`config.mk`:
```
export PLATFORM = sky130hd
export DESIGN_NAME = rgb565_alpha_pixel_blend_top
export DESIGN_NICKNAME = d
export VERILOG_FILES = /design/src/hw/rtl/rgbab_pkg.sv /design/src/hw/rtl/rgb565_alpha_pixel_blend_top.sv
export SDC_FILE = /design/constraint.sdc
export NUM_CORES = 2
export LEC_CHECK = 0
export BUFFER_PORTS_ARGS = -buffer_cell sky130_fd_sc_hd__buf_4
export CORE_AREA = 2 2 258 235
export CTS_BUF_LIST = sky130_fd_sc_hd__clkbuf_8
export CTS_CLUSTER_DIAMETER = 100
export CTS_CLUSTER_SIZE = 14
export DETAILED_ROUTE_END_ITERATION = 16
export DIE_AREA = 0 0 260 237
export PLACE_DENSITY = 0.75
export SLEW_MARGIN = 40
export SYNTH_ARGS = -nofsm -noshare
export SYNTH_HDL_FRONTEND = slang
export SYNTH_SLANG_ARGS = --single-unit
```
`constraint.sdc`:
```
create_clock -name clock -period 5.99 [get_ports clock]
set_clock_uncertainty 0.05 [all_clocks]
set_input_delay 0.2995 -clock clock [delete_from_list [all_inputs] [get_ports clock]]
set_output_delay 0.2995 -clock clock [all_outputs]
set_load 0.03 [all_outputs]
```
`src/hw/rtl/rgbab_pkg.sv`:
```
`default_nettype none
// ----------------------------------------------------------------------------
// RGB565 / ARGB8565 alpha blend - shared types and constants
// Item layouts of the request and response channels and the pixel format
// codes used by the blend pipeline.
// ----------------------------------------------------------------------------
package rgbab_pkg;

   // Pixel format codes
   localparam logic FMT_RGB565   = 1'b0;
   localparam logic FMT_ARGB8565 = 1'b1;

   // Full-scale alpha / weight
   localparam logic [7:0] FULL_WEIGHT = 8'hFF;

   // Right shift of the 5-bit-weight shortcut blend
   localparam int unsigned SHORT_SHIFT = 5;

   // Request item: destination and source pixel with their blend weights
   typedef struct packed {
      logic        dst_format;
      logic [15:0] dst_rgb;
      logic [7:0]  dst_alpha;
      logic [7:0]  dst_weight;
      logic        src_format;
      logic [15:0] src_rgb;
      logic [7:0]  src_alpha;
      logic [7:0]  src_weight;
   } blend_req_type;

   // Response item: blended destination pixel
   typedef struct packed {
      logic [15:0] out_rgb;
      logic [7:0]  out_alpha;
      logic        weight_error;
   } blend_rsp_type;

endpackage
`default_nettype wire

```
`src/hw/rtl/rgb565_alpha_pixel_blend_top.sv`:
```
`default_nettype none
// ----------------------------------------------------------------------------
// RGB565 / ARGB8565 alpha pixel blend
// Blends one source pixel into one destination pixel per item. Six register
// stages: alpha products, alpha divide, combined-alpha products, weight
// select, channel products, channel sum and divide.
// ----------------------------------------------------------------------------
// An accepted request item passes through every stage register in order.
// Throughput: 1 item per cycle unless stalled; each stage holds one item
// and a stalled stage still lets earlier stages move up into empty slots.
// Reset: synchronous; clears the stage valid bits only, so the pipeline
// comes out of reset empty and ready.
module rgb565_alpha_pixel_blend_top
   import rgbab_pkg::*;
(
   input  wire logic          clock,
   input  wire logic          reset,
   input  wire logic          req_valid,
   output      logic          req_stall,
   input  wire blend_req_type req_data,
   output      logic          rsp_valid,
   input  wire logic          rsp_stall,
   output      blend_rsp_type rsp_data
);

   localparam int unsigned NUM_STAGES = 6;

   typedef enum logic [1:0] {
      MODE_PASS,
      MODE_SRC,
      MODE_BLEND
   } rgb_mode_type;

   // Exact floor(x / 255) for x up to 255 * 255
   function automatic logic [7:0] div255(input logic [15:0] x);
      logic [16:0] t;
      t = {1'b0, x} + {9'b0, x[15:8]} + 17'd1;
      return t[15:8];
   endfunction

   // ------------------------------------------------------------------
   // Stage valid bits and flow control
   // ------------------------------------------------------------------
   logic [NUM_STAGES:1] valid_ff;
   logic [NUM_STAGES:1] stage_rdy;

   // A stage may load when it is empty or its item moves on
   always_comb begin
      stage_rdy[NUM_STAGES] = !valid_ff[NUM_STAGES] || !rsp_stall;
      for (int k = NUM_STAGES - 1; k >= 1; k--) begin
         stage_rdy[k] = !valid_ff[k] || stage_rdy[k + 1];
      end
   end

   // Advance valid bits along with the data
   always_ff @(posedge clock) begin
      if (reset) begin
         valid_ff <= '0;
      end else begin
         if (stage_rdy[1]) begin
            valid_ff[1] <= req_valid;
         end
         for (int k = 2; k <= NUM_STAGES; k++) begin
            if (stage_rdy[k]) begin
               valid_ff[k] <= valid_ff[k - 1];
            end
         end
      end
   end

   assign req_stall = !stage_rdy[1];
   assign rsp_valid = valid_ff[NUM_STAGES];

   // ------------------------------------------------------------------
   // Stage 1: per-pixel alpha products and weight check
   // ------------------------------------------------------------------
   blend_req_type s1_req_ff;
   logic [15:0]   s1_pa2_ff, s1_pa2_in;
   logic [15:0]   s1_pa1_ff, s1_pa1_in;
   logic          s1_err_ff, s1_err_in;
   logic [8:0]    wsum;

   always_comb begin
      s1_pa2_in = {8'b0, req_data.src_alpha} * {8'b0, req_data.src_weight};
      s1_pa1_in = {8'b0, req_data.dst_alpha} * {8'b0, req_data.dst_weight};
      wsum      = {1'b0, req_data.dst_weight} + {1'b0, req_data.src_weight};
      s1_err_in = (wsum != {1'b0, FULL_WEIGHT});
   end

   always_ff @(posedge clock) begin
      if (stage_rdy[1]) begin
         s1_req_ff <= req_data;
         s1_pa2_ff <= s1_pa2_in;
         s1_pa1_ff <= s1_pa1_in;
         s1_err_ff <= s1_err_in;
      end
   end

   // ------------------------------------------------------------------
   // Stage 2: scale the alpha products down by 255
   // ------------------------------------------------------------------
   blend_req_type s2_req_ff;
   logic [7:0]    s2_a2_ff, s2_a2_in;
   logic [7:0]    s2_a1_ff, s2_a1_in;
   logic          s2_err_ff;

   assign s2_a2_in = div255(s1_pa2_ff);
   assign s2_a1_in = div255(s1_pa1_ff);

   always_ff @(posedge clock) begin
      if (stage_rdy[2]) begin
         s2_req_ff <= s1_req_ff;
         s2_a2_ff  <= s2_a2_in;
         s2_a1_ff  <= s2_a1_in;
         s2_err_ff <= s1_err_ff;
      end
   end

   // ------------------------------------------------------------------
   // Stage 3: combined destination weight and output alpha products
   // ------------------------------------------------------------------
   blend_req_type s3_req_ff;
   logic [7:0]    s3_a2_ff;
   logic [15:0]   s3_pas_ff, s3_pas_in;
   logic [15:0]   s3_poa_ff, s3_poa_in;
   logic          s3_err_ff;
   logic [7:0]    inv_a2, inv_a1;

   always_comb begin
      inv_a2    = FULL_WEIGHT - s2_a2_ff;
      inv_a1    = FULL_WEIGHT - s2_a1_ff;
      s3_pas_in = {8'b0, s2_a1_ff} * {8'b0, inv_a2};
      s3_poa_in = {8'b0, inv_a2} * {8'b0, inv_a1};
   end

   always_ff @(posedge clock) begin
      if (stage_rdy[3]) begin
         s3_req_ff <= s2_req_ff;
         s3_a2_ff  <= s2_a2_ff;
         s3_pas_ff <= s3_pas_in;
         s3_poa_ff <= s3_poa_in;
         s3_err_ff <= s2_err_ff;
      end
   end

   // ------------------------------------------------------------------
   // Stage 4: pick the result mode, channel weights and output alpha
   // ------------------------------------------------------------------
   rgb_mode_type s4_mode_ff, s4_mode_in;
   logic         s4_short_ff, s4_short_in;
   logic [7:0]   s4_wd_ff, s4_wd_in;
   logic [7:0]   s4_ws_ff, s4_ws_in;
   logic [7:0]   s4_alpha_ff, s4_alpha_in;
   logic         s4_err_ff;
   logic [15:0]  s4_drgb_ff;
   logic [15:0]  s4_srgb_ff;
   logic [7:0]   comb_as, comb_oa;
   logic [7:0]   dw, sw;

   always_comb begin
      dw          = s3_req_ff.dst_weight;
      sw          = s3_req_ff.src_weight;
      comb_as     = div255(s3_pas_ff);
      comb_oa     = FULL_WEIGHT - div255(s3_poa_ff);
      s4_mode_in  = MODE_PASS;
      s4_short_in = 1'b0;
      s4_wd_in    = '0;
      s4_ws_in    = '0;
      s4_alpha_in = s3_req_ff.dst_alpha;
      if (!s3_err_ff) begin
         if (s3_req_ff.dst_format == FMT_RGB565 && s3_req_ff.src_format == FMT_RGB565) begin
            // Both opaque: 5-bit weight shortcut
            if (dw == FULL_WEIGHT) begin
               s4_mode_in = MODE_PASS;
            end else if (sw == FULL_WEIGHT) begin
               s4_mode_in = MODE_SRC;
            end else begin
               s4_mode_in  = MODE_BLEND;
               s4_short_in = 1'b1;
               s4_wd_in    = {3'b0, dw[7:3]};
               s4_ws_in    = {3'b0, sw[7:3]};
            end
         end else if (s3_req_ff.dst_format == FMT_RGB565) begin
            // Source alpha folded into its weight
            if (dw != FULL_WEIGHT) begin
               s4_mode_in = MODE_BLEND;
               s4_wd_in   = FULL_WEIGHT - s3_a2_ff;
               s4_ws_in   = s3_a2_ff;
            end
         end else if (s3_req_ff.src_format == FMT_RGB565) begin
            // Opaque source onto alpha destination
            if (dw != FULL_WEIGHT && sw != 8'd0) begin
               s4_mode_in  = MODE_BLEND;
               s4_alpha_in = FULL_WEIGHT;
               s4_wd_in    = FULL_WEIGHT - sw;
               s4_ws_in    = sw;
            end
         end else begin
            // Both carry alpha
            if (dw != FULL_WEIGHT && s3_a2_ff != 8'd0) begin
               s4_mode_in  = MODE_BLEND;
               s4_alpha_in = comb_oa;
               s4_wd_in    = comb_as;
               s4_ws_in    = s3_a2_ff;
            end
         end
      end
   end

   always_ff @(posedge clock) begin
      if (stage_rdy[4]) begin
         s4_mode_ff  <= s4_mode_in;
         s4_short_ff <= s4_short_in;
         s4_wd_ff    <= s4_wd_in;
         s4_ws_ff    <= s4_ws_in;
         s4_alpha_ff <= s4_alpha_in;
         s4_err_ff   <= s3_err_ff;
         s4_drgb_ff  <= s3_req_ff.dst_rgb;
         s4_srgb_ff  <= s3_req_ff.src_rgb;
      end
   end

   // ------------------------------------------------------------------
   // Stage 5: weighted channel products (lane 2 red, 1 green, 0 blue)
   // ------------------------------------------------------------------
   rgb_mode_type     s5_mode_ff;
   logic             s5_short_ff;
   logic [7:0]       s5_alpha_ff;
   logic             s5_err_ff;
   logic [15:0]      s5_drgb_ff;
   logic [15:0]      s5_srgb_ff;
   logic [2:0][13:0] s5_pd_ff, s5_pd_in;
   logic [2:0][13:0] s5_ps_ff, s5_ps_in;

   always_comb begin
      s5_pd_in[2] = {9'b0, s4_drgb_ff[15:11]} * {6'b0, s4_wd_ff};
      s5_pd_in[1] = {8'b0, s4_drgb_ff[10:5]}  * {6'b0, s4_wd_ff};
      s5_pd_in[0] = {9'b0, s4_drgb_ff[4:0]}   * {6'b0, s4_wd_ff};
      s5_ps_in[2] = {9'b0, s4_srgb_ff[15:11]} * {6'b0, s4_ws_ff};
      s5_ps_in[1] = {8'b0, s4_srgb_ff[10:5]}  * {6'b0, s4_ws_ff};
      s5_ps_in[0] = {9'b0, s4_srgb_ff[4:0]}   * {6'b0, s4_ws_ff};
   end

   always_ff @(posedge clock) begin
      if (stage_rdy[5]) begin
         s5_mode_ff  <= s4_mode_ff;
         s5_short_ff <= s4_short_ff;
         s5_alpha_ff <= s4_alpha_ff;
         s5_err_ff   <= s4_err_ff;
         s5_drgb_ff  <= s4_drgb_ff;
         s5_srgb_ff  <= s4_srgb_ff;
         s5_pd_ff    <= s5_pd_in;
         s5_ps_ff    <= s5_ps_in;
      end
   end

   // ------------------------------------------------------------------
   // Stage 6: sum, scale and select the response item
   // ------------------------------------------------------------------
   blend_rsp_type   rsp_data_ff, rsp_data_in;
   logic [2:0][14:0] lane_sum;
   logic [2:0][7:0]  lane_q;
   logic [15:0]      blend_rgb;

   always_comb begin
      for (int k = 0; k < 3; k++) begin
         lane_sum[k] = {1'b0, s5_pd_ff[k]} + {1'b0, s5_ps_ff[k]};
         if (s5_short_ff) begin
            lane_q[k] = 8'(lane_sum[k] >> SHORT_SHIFT);
         end else begin
            lane_q[k] = div255({1'b0, lane_sum[k]});
         end
      end
      blend_rgb = {lane_q[2][4:0], lane_q[1][5:0], lane_q[0][4:0]};
      rsp_data_in.out_alpha    = s5_alpha_ff;
      rsp_data_in.weight_error = s5_err_ff;
      if (s5_mode_ff == MODE_BLEND) begin
         rsp_data_in.out_rgb = blend_rgb;
      end else if (s5_mode_ff == MODE_SRC) begin
         rsp_data_in.out_rgb = s5_srgb_ff;
      end else begin
         rsp_data_in.out_rgb = s5_drgb_ff;
      end
   end

   always_ff @(posedge clock) begin
      if (stage_rdy[6]) begin
         rsp_data_ff <= rsp_data_in;
      end
   end

   assign rsp_data = rsp_data_ff;

`ifndef ASSERT_OFF
   // A weight error always leaves the destination untouched
   a_err_pass: assert property (@(posedge clock) disable iff (reset)
      valid_ff[4] |-> (!s4_err_ff || s4_mode_ff == MODE_PASS))
      else $error("weight error item not in pass mode");

   // Divide-by-255 weights never exceed full scale together
   a_weight_sum: assert property (@(posedge clock) disable iff (reset)
      (valid_ff[4] && s4_mode_ff == MODE_BLEND && !s4_short_ff)
         |-> ({1'b0, s4_wd_ff} + {1'b0, s4_ws_ff} <= {1'b0, FULL_WEIGHT}))
      else $error("blend weights exceed full scale");

   // Input stalls only when every stage holds an item
   a_stall_full: assert property (@(posedge clock) disable iff (reset)
      req_stall |-> (&valid_ff))
      else $error("input stalled with an empty stage");

   // An item handed on from stage 1 shows up in stage 2
   a_advance: assert property (@(posedge clock) disable iff (reset)
      (valid_ff[1] && stage_rdy[2]) |=> valid_ff[2])
      else $error("item lost between stage 1 and stage 2");
`endif

endmodule
`default_nettype wire
```
==> flow_summary.ini <==
[clocking]
cts_buffers = 40
clock_latency_ns = 0.65
clock_sinks = 480
cts_root_buf = clkbuf_8
cts.clk_slew.worst_paths_ns = 0.09
cts_max_path_buffers = 3
cts_max_level = 2
tritoncts = done

[sta]
rsz0062_at_grt = false
hold_viol = 0
fmax_mhz = 197.3
fin_setup_tns_ns = 0
slew_violations = 0
setup_viol = 0
period_needed_ns = 5.068
tightest_slew_ns = 0.7989
relSlewSlack_pct = 46.54
post-route-period-util_pct = 84.60

[global_routing]
antenna_found_initial = 1
track_usage_pct = 24.99
grt_max_degree = 77
grt_pass1_vias = 23860
grt_pass1_wl_mm = 121.7
overflow = 0

[final_layout]
regArea_um2 = 14350
nets = 3925
final_common_cell = edfxtp_1
multi_input_area_um2 = 18840
final_cell_mix = 474 x edfxtp_1, 459 x inv_1, 357 x ha_1
nFillCells = 4533
drive_above_1_share_pct = 6.177
final_cell_area_um2 = 37950
area_growth_pct = 8.104

[critical_path]
worstSetupPathType = reg2reg
worstPathRequired_ns = 6.30
cp-start-kind = register
arrival_ns = 5.38
cp-end-kind = register
critPathMaxFanout = 17
r2r_slack_ns = 0.92

[floorplan]
rows = 85
start_util_pct = 59.48
core_um2 = 59030
die_x_um = 260
boundaryPins = 97
die_area_um2 = 61620
die_h_um = 237

[run]
drv_cap = 0

[synth]
synth_edf_count = 474
synth_cell_type_count = 88
yosys-top-cells-area = edfxtp_1 41%, fa_1 15%, ha_1 13%
ys_seq_elements = 480
netlist.area_leader.share_pct = 40.54
synth_cells = 3069
yosys.area.top_type = edfxtp_1
synth-seq-area-share_pct = 40.89
syn_avg_cell_area_um2 = 11.44
synth_area_um2 = 35110
synth_warnings = 0
synth_nets = 3766
ys.flop_type = edfxtp_1
synth_async_sr_flop_share_pct = 0

[detailed_routing]
ant_nets = 0
dr.pass1.iters = 6
drc = 0
vias = 22630
drt-total-wl_mm = 73.86
viasPerCell = 5.626
initialDrtViolationCount = 1488
routedWlPerCell_um = 18.36

[worst_hold_path]
hp-class = in2reg

[pwr]
p_leak_nw = 17.31
p_per_area_nw_per_um2 = 471.9
report.power.total_w = 0.01791
ir_drop_mv = 1.183

[placed_design]
gp_congestion = 0.9065
io_buffers = 96
dpl.hpwl_mm = 55.98
place_area_um2 = 36700

[status]
status = finished clean
-- area by class of cell --
type,instances,area share [%]
multi-input cells,2081,49.65
flip-flops and latches,480,37.82
inverters,452,4.490
repair buffers,173,3.841
well taps,783,2.581
clock buffers,40,1.451
clock inverters,12,0.1615
diodes,1,0.006593
-- cells in the mapped netlist (all sizes together), types with 6 or more instances --
cell type,n
o211ai,14
nand2,168
a21boi,13
and3,12
mux2i,14
xor2,38
nand4,11
a31oi,10
nor2b,76
o21bai,41
nor2,177
nand2b,21
o41ai,10
xnor2,129
buf,7
and2,289
nor3,25
o21ai,64
o21a,29
clkbuf,49
o221ai,11
a21o,32
edfxtp,474
nor4,6
fa,270
a22oi,10
o31ai,6
nand3,26
inv,452
or2,14
a21oi,116
o22a,8
o31a,6
a211oi,14
dfxtp,6
ha,357
o22ai,8
-- metrics by stage --
stage	setup WS [ns]	cells	utilization (%)	hold WS, ns
after floorplan	1.253	3069	-	0.3186
after global placement	1.003	3907	62.15	0.3511
after detailed placement	0.9769	3907	62.18	0.3545
after CTS	0.9553	4021	64.27	0.08797
after global routing	0.4762	4022	64.30	0.1250
final	0.9223	4022	64.30	0.1301
-- logic make-up (layout without fill, tap and decap cells) --
group	count (synthesis)	in the layout	share of synthesized area (%)
XOR/XNOR	168	168	4.234
other	0	1	0
multiplexers	15	15	0.4312
AND/OR/NAND/NOR	846	846	12.58
buffers and inverters	508	677	5.585
adder cells (fa/ha/maj)	628	628	28.15
flip-flops	480	480	40.89
AO/OA/AOI/OAI	424	424	8.133
-- flip-flops by register name (all words and copies together) (netlist names), 16 cells and up --
signal	count
s5_drgb_ff	16
s5_srgb_ff	16
s4_drgb_ff	16
s5_pd_ff	40
s3_pas_ff	16
s1_pa2_ff	16
s5_ps_ff	40
s2_req_ff	58
s1_req_ff	58
rsp_data	25
s3_req_ff	42
s3_poa_ff	16
s4_srgb_ff	16
s1_pa1_ff	16
-- worst max-delay path, stage by stage (launching register included) --
cell and delay, ns:
edfxtp_1 0.76, nor2b_1 0.16, fa_1 0.57, inv_1 0.06
fa_1 0.55, fa_1 0.43, fa_1 0.49, inv_1 0.04
ha_1 0.29, a21boi_0 0.15, o21ai_0 0.28, a21boi_0 0.17
o21ai_0 0.24, a21oi_1 0.13, o41ai_1 0.33, xnor2_1 0.10
-- repair_timing --
item                       CTS  global route
hold endpoints to repair    66             0
buffers inserted             0             0
setup endpoints to repair    0             0
hold buffers                62             0
gates resized for setup      0             0
-- metal layers --
metal / share of wire, % / wire, µm / global-route usage [%] / up-vias
met3: 4.5 / 3299 / 2.697 / 152
met1: 40 / 29900 / 31.37 / 11200
met5: 0 / 0 / 0 / -
met4: 4.3 / 3211 / 10.88 / 0
met2: 51 / 37450 / 43.77 / 618
li1: - / - / - / 10650
-- path summary, 6_finish.rpt --
check,cells after the start,end,startpoint
worst max-delay path,15,s3_pas_ff[15],s2_a2_ff[2]
worst min-delay path,3,s1_pa2_ff[1],req_data[9]
worst max register to register,15,s3_pas_ff[15],s2_a2_ff[2]
worst min register to register,0,s3_req_ff[23],s2_req_ff[23]
-- report_power, final --
| group | internal (W) | switching (W) | leakage (nW) |
|---|---|---|---|
| clock | 0.000617 | 0.00106 | 0.346 |
| combinational | 0.00518 | 0.00571 | 11.7 |
| sequential | 0.00484 | 0.000514 | 5.25 |
(Power assumes the default switching activity.)
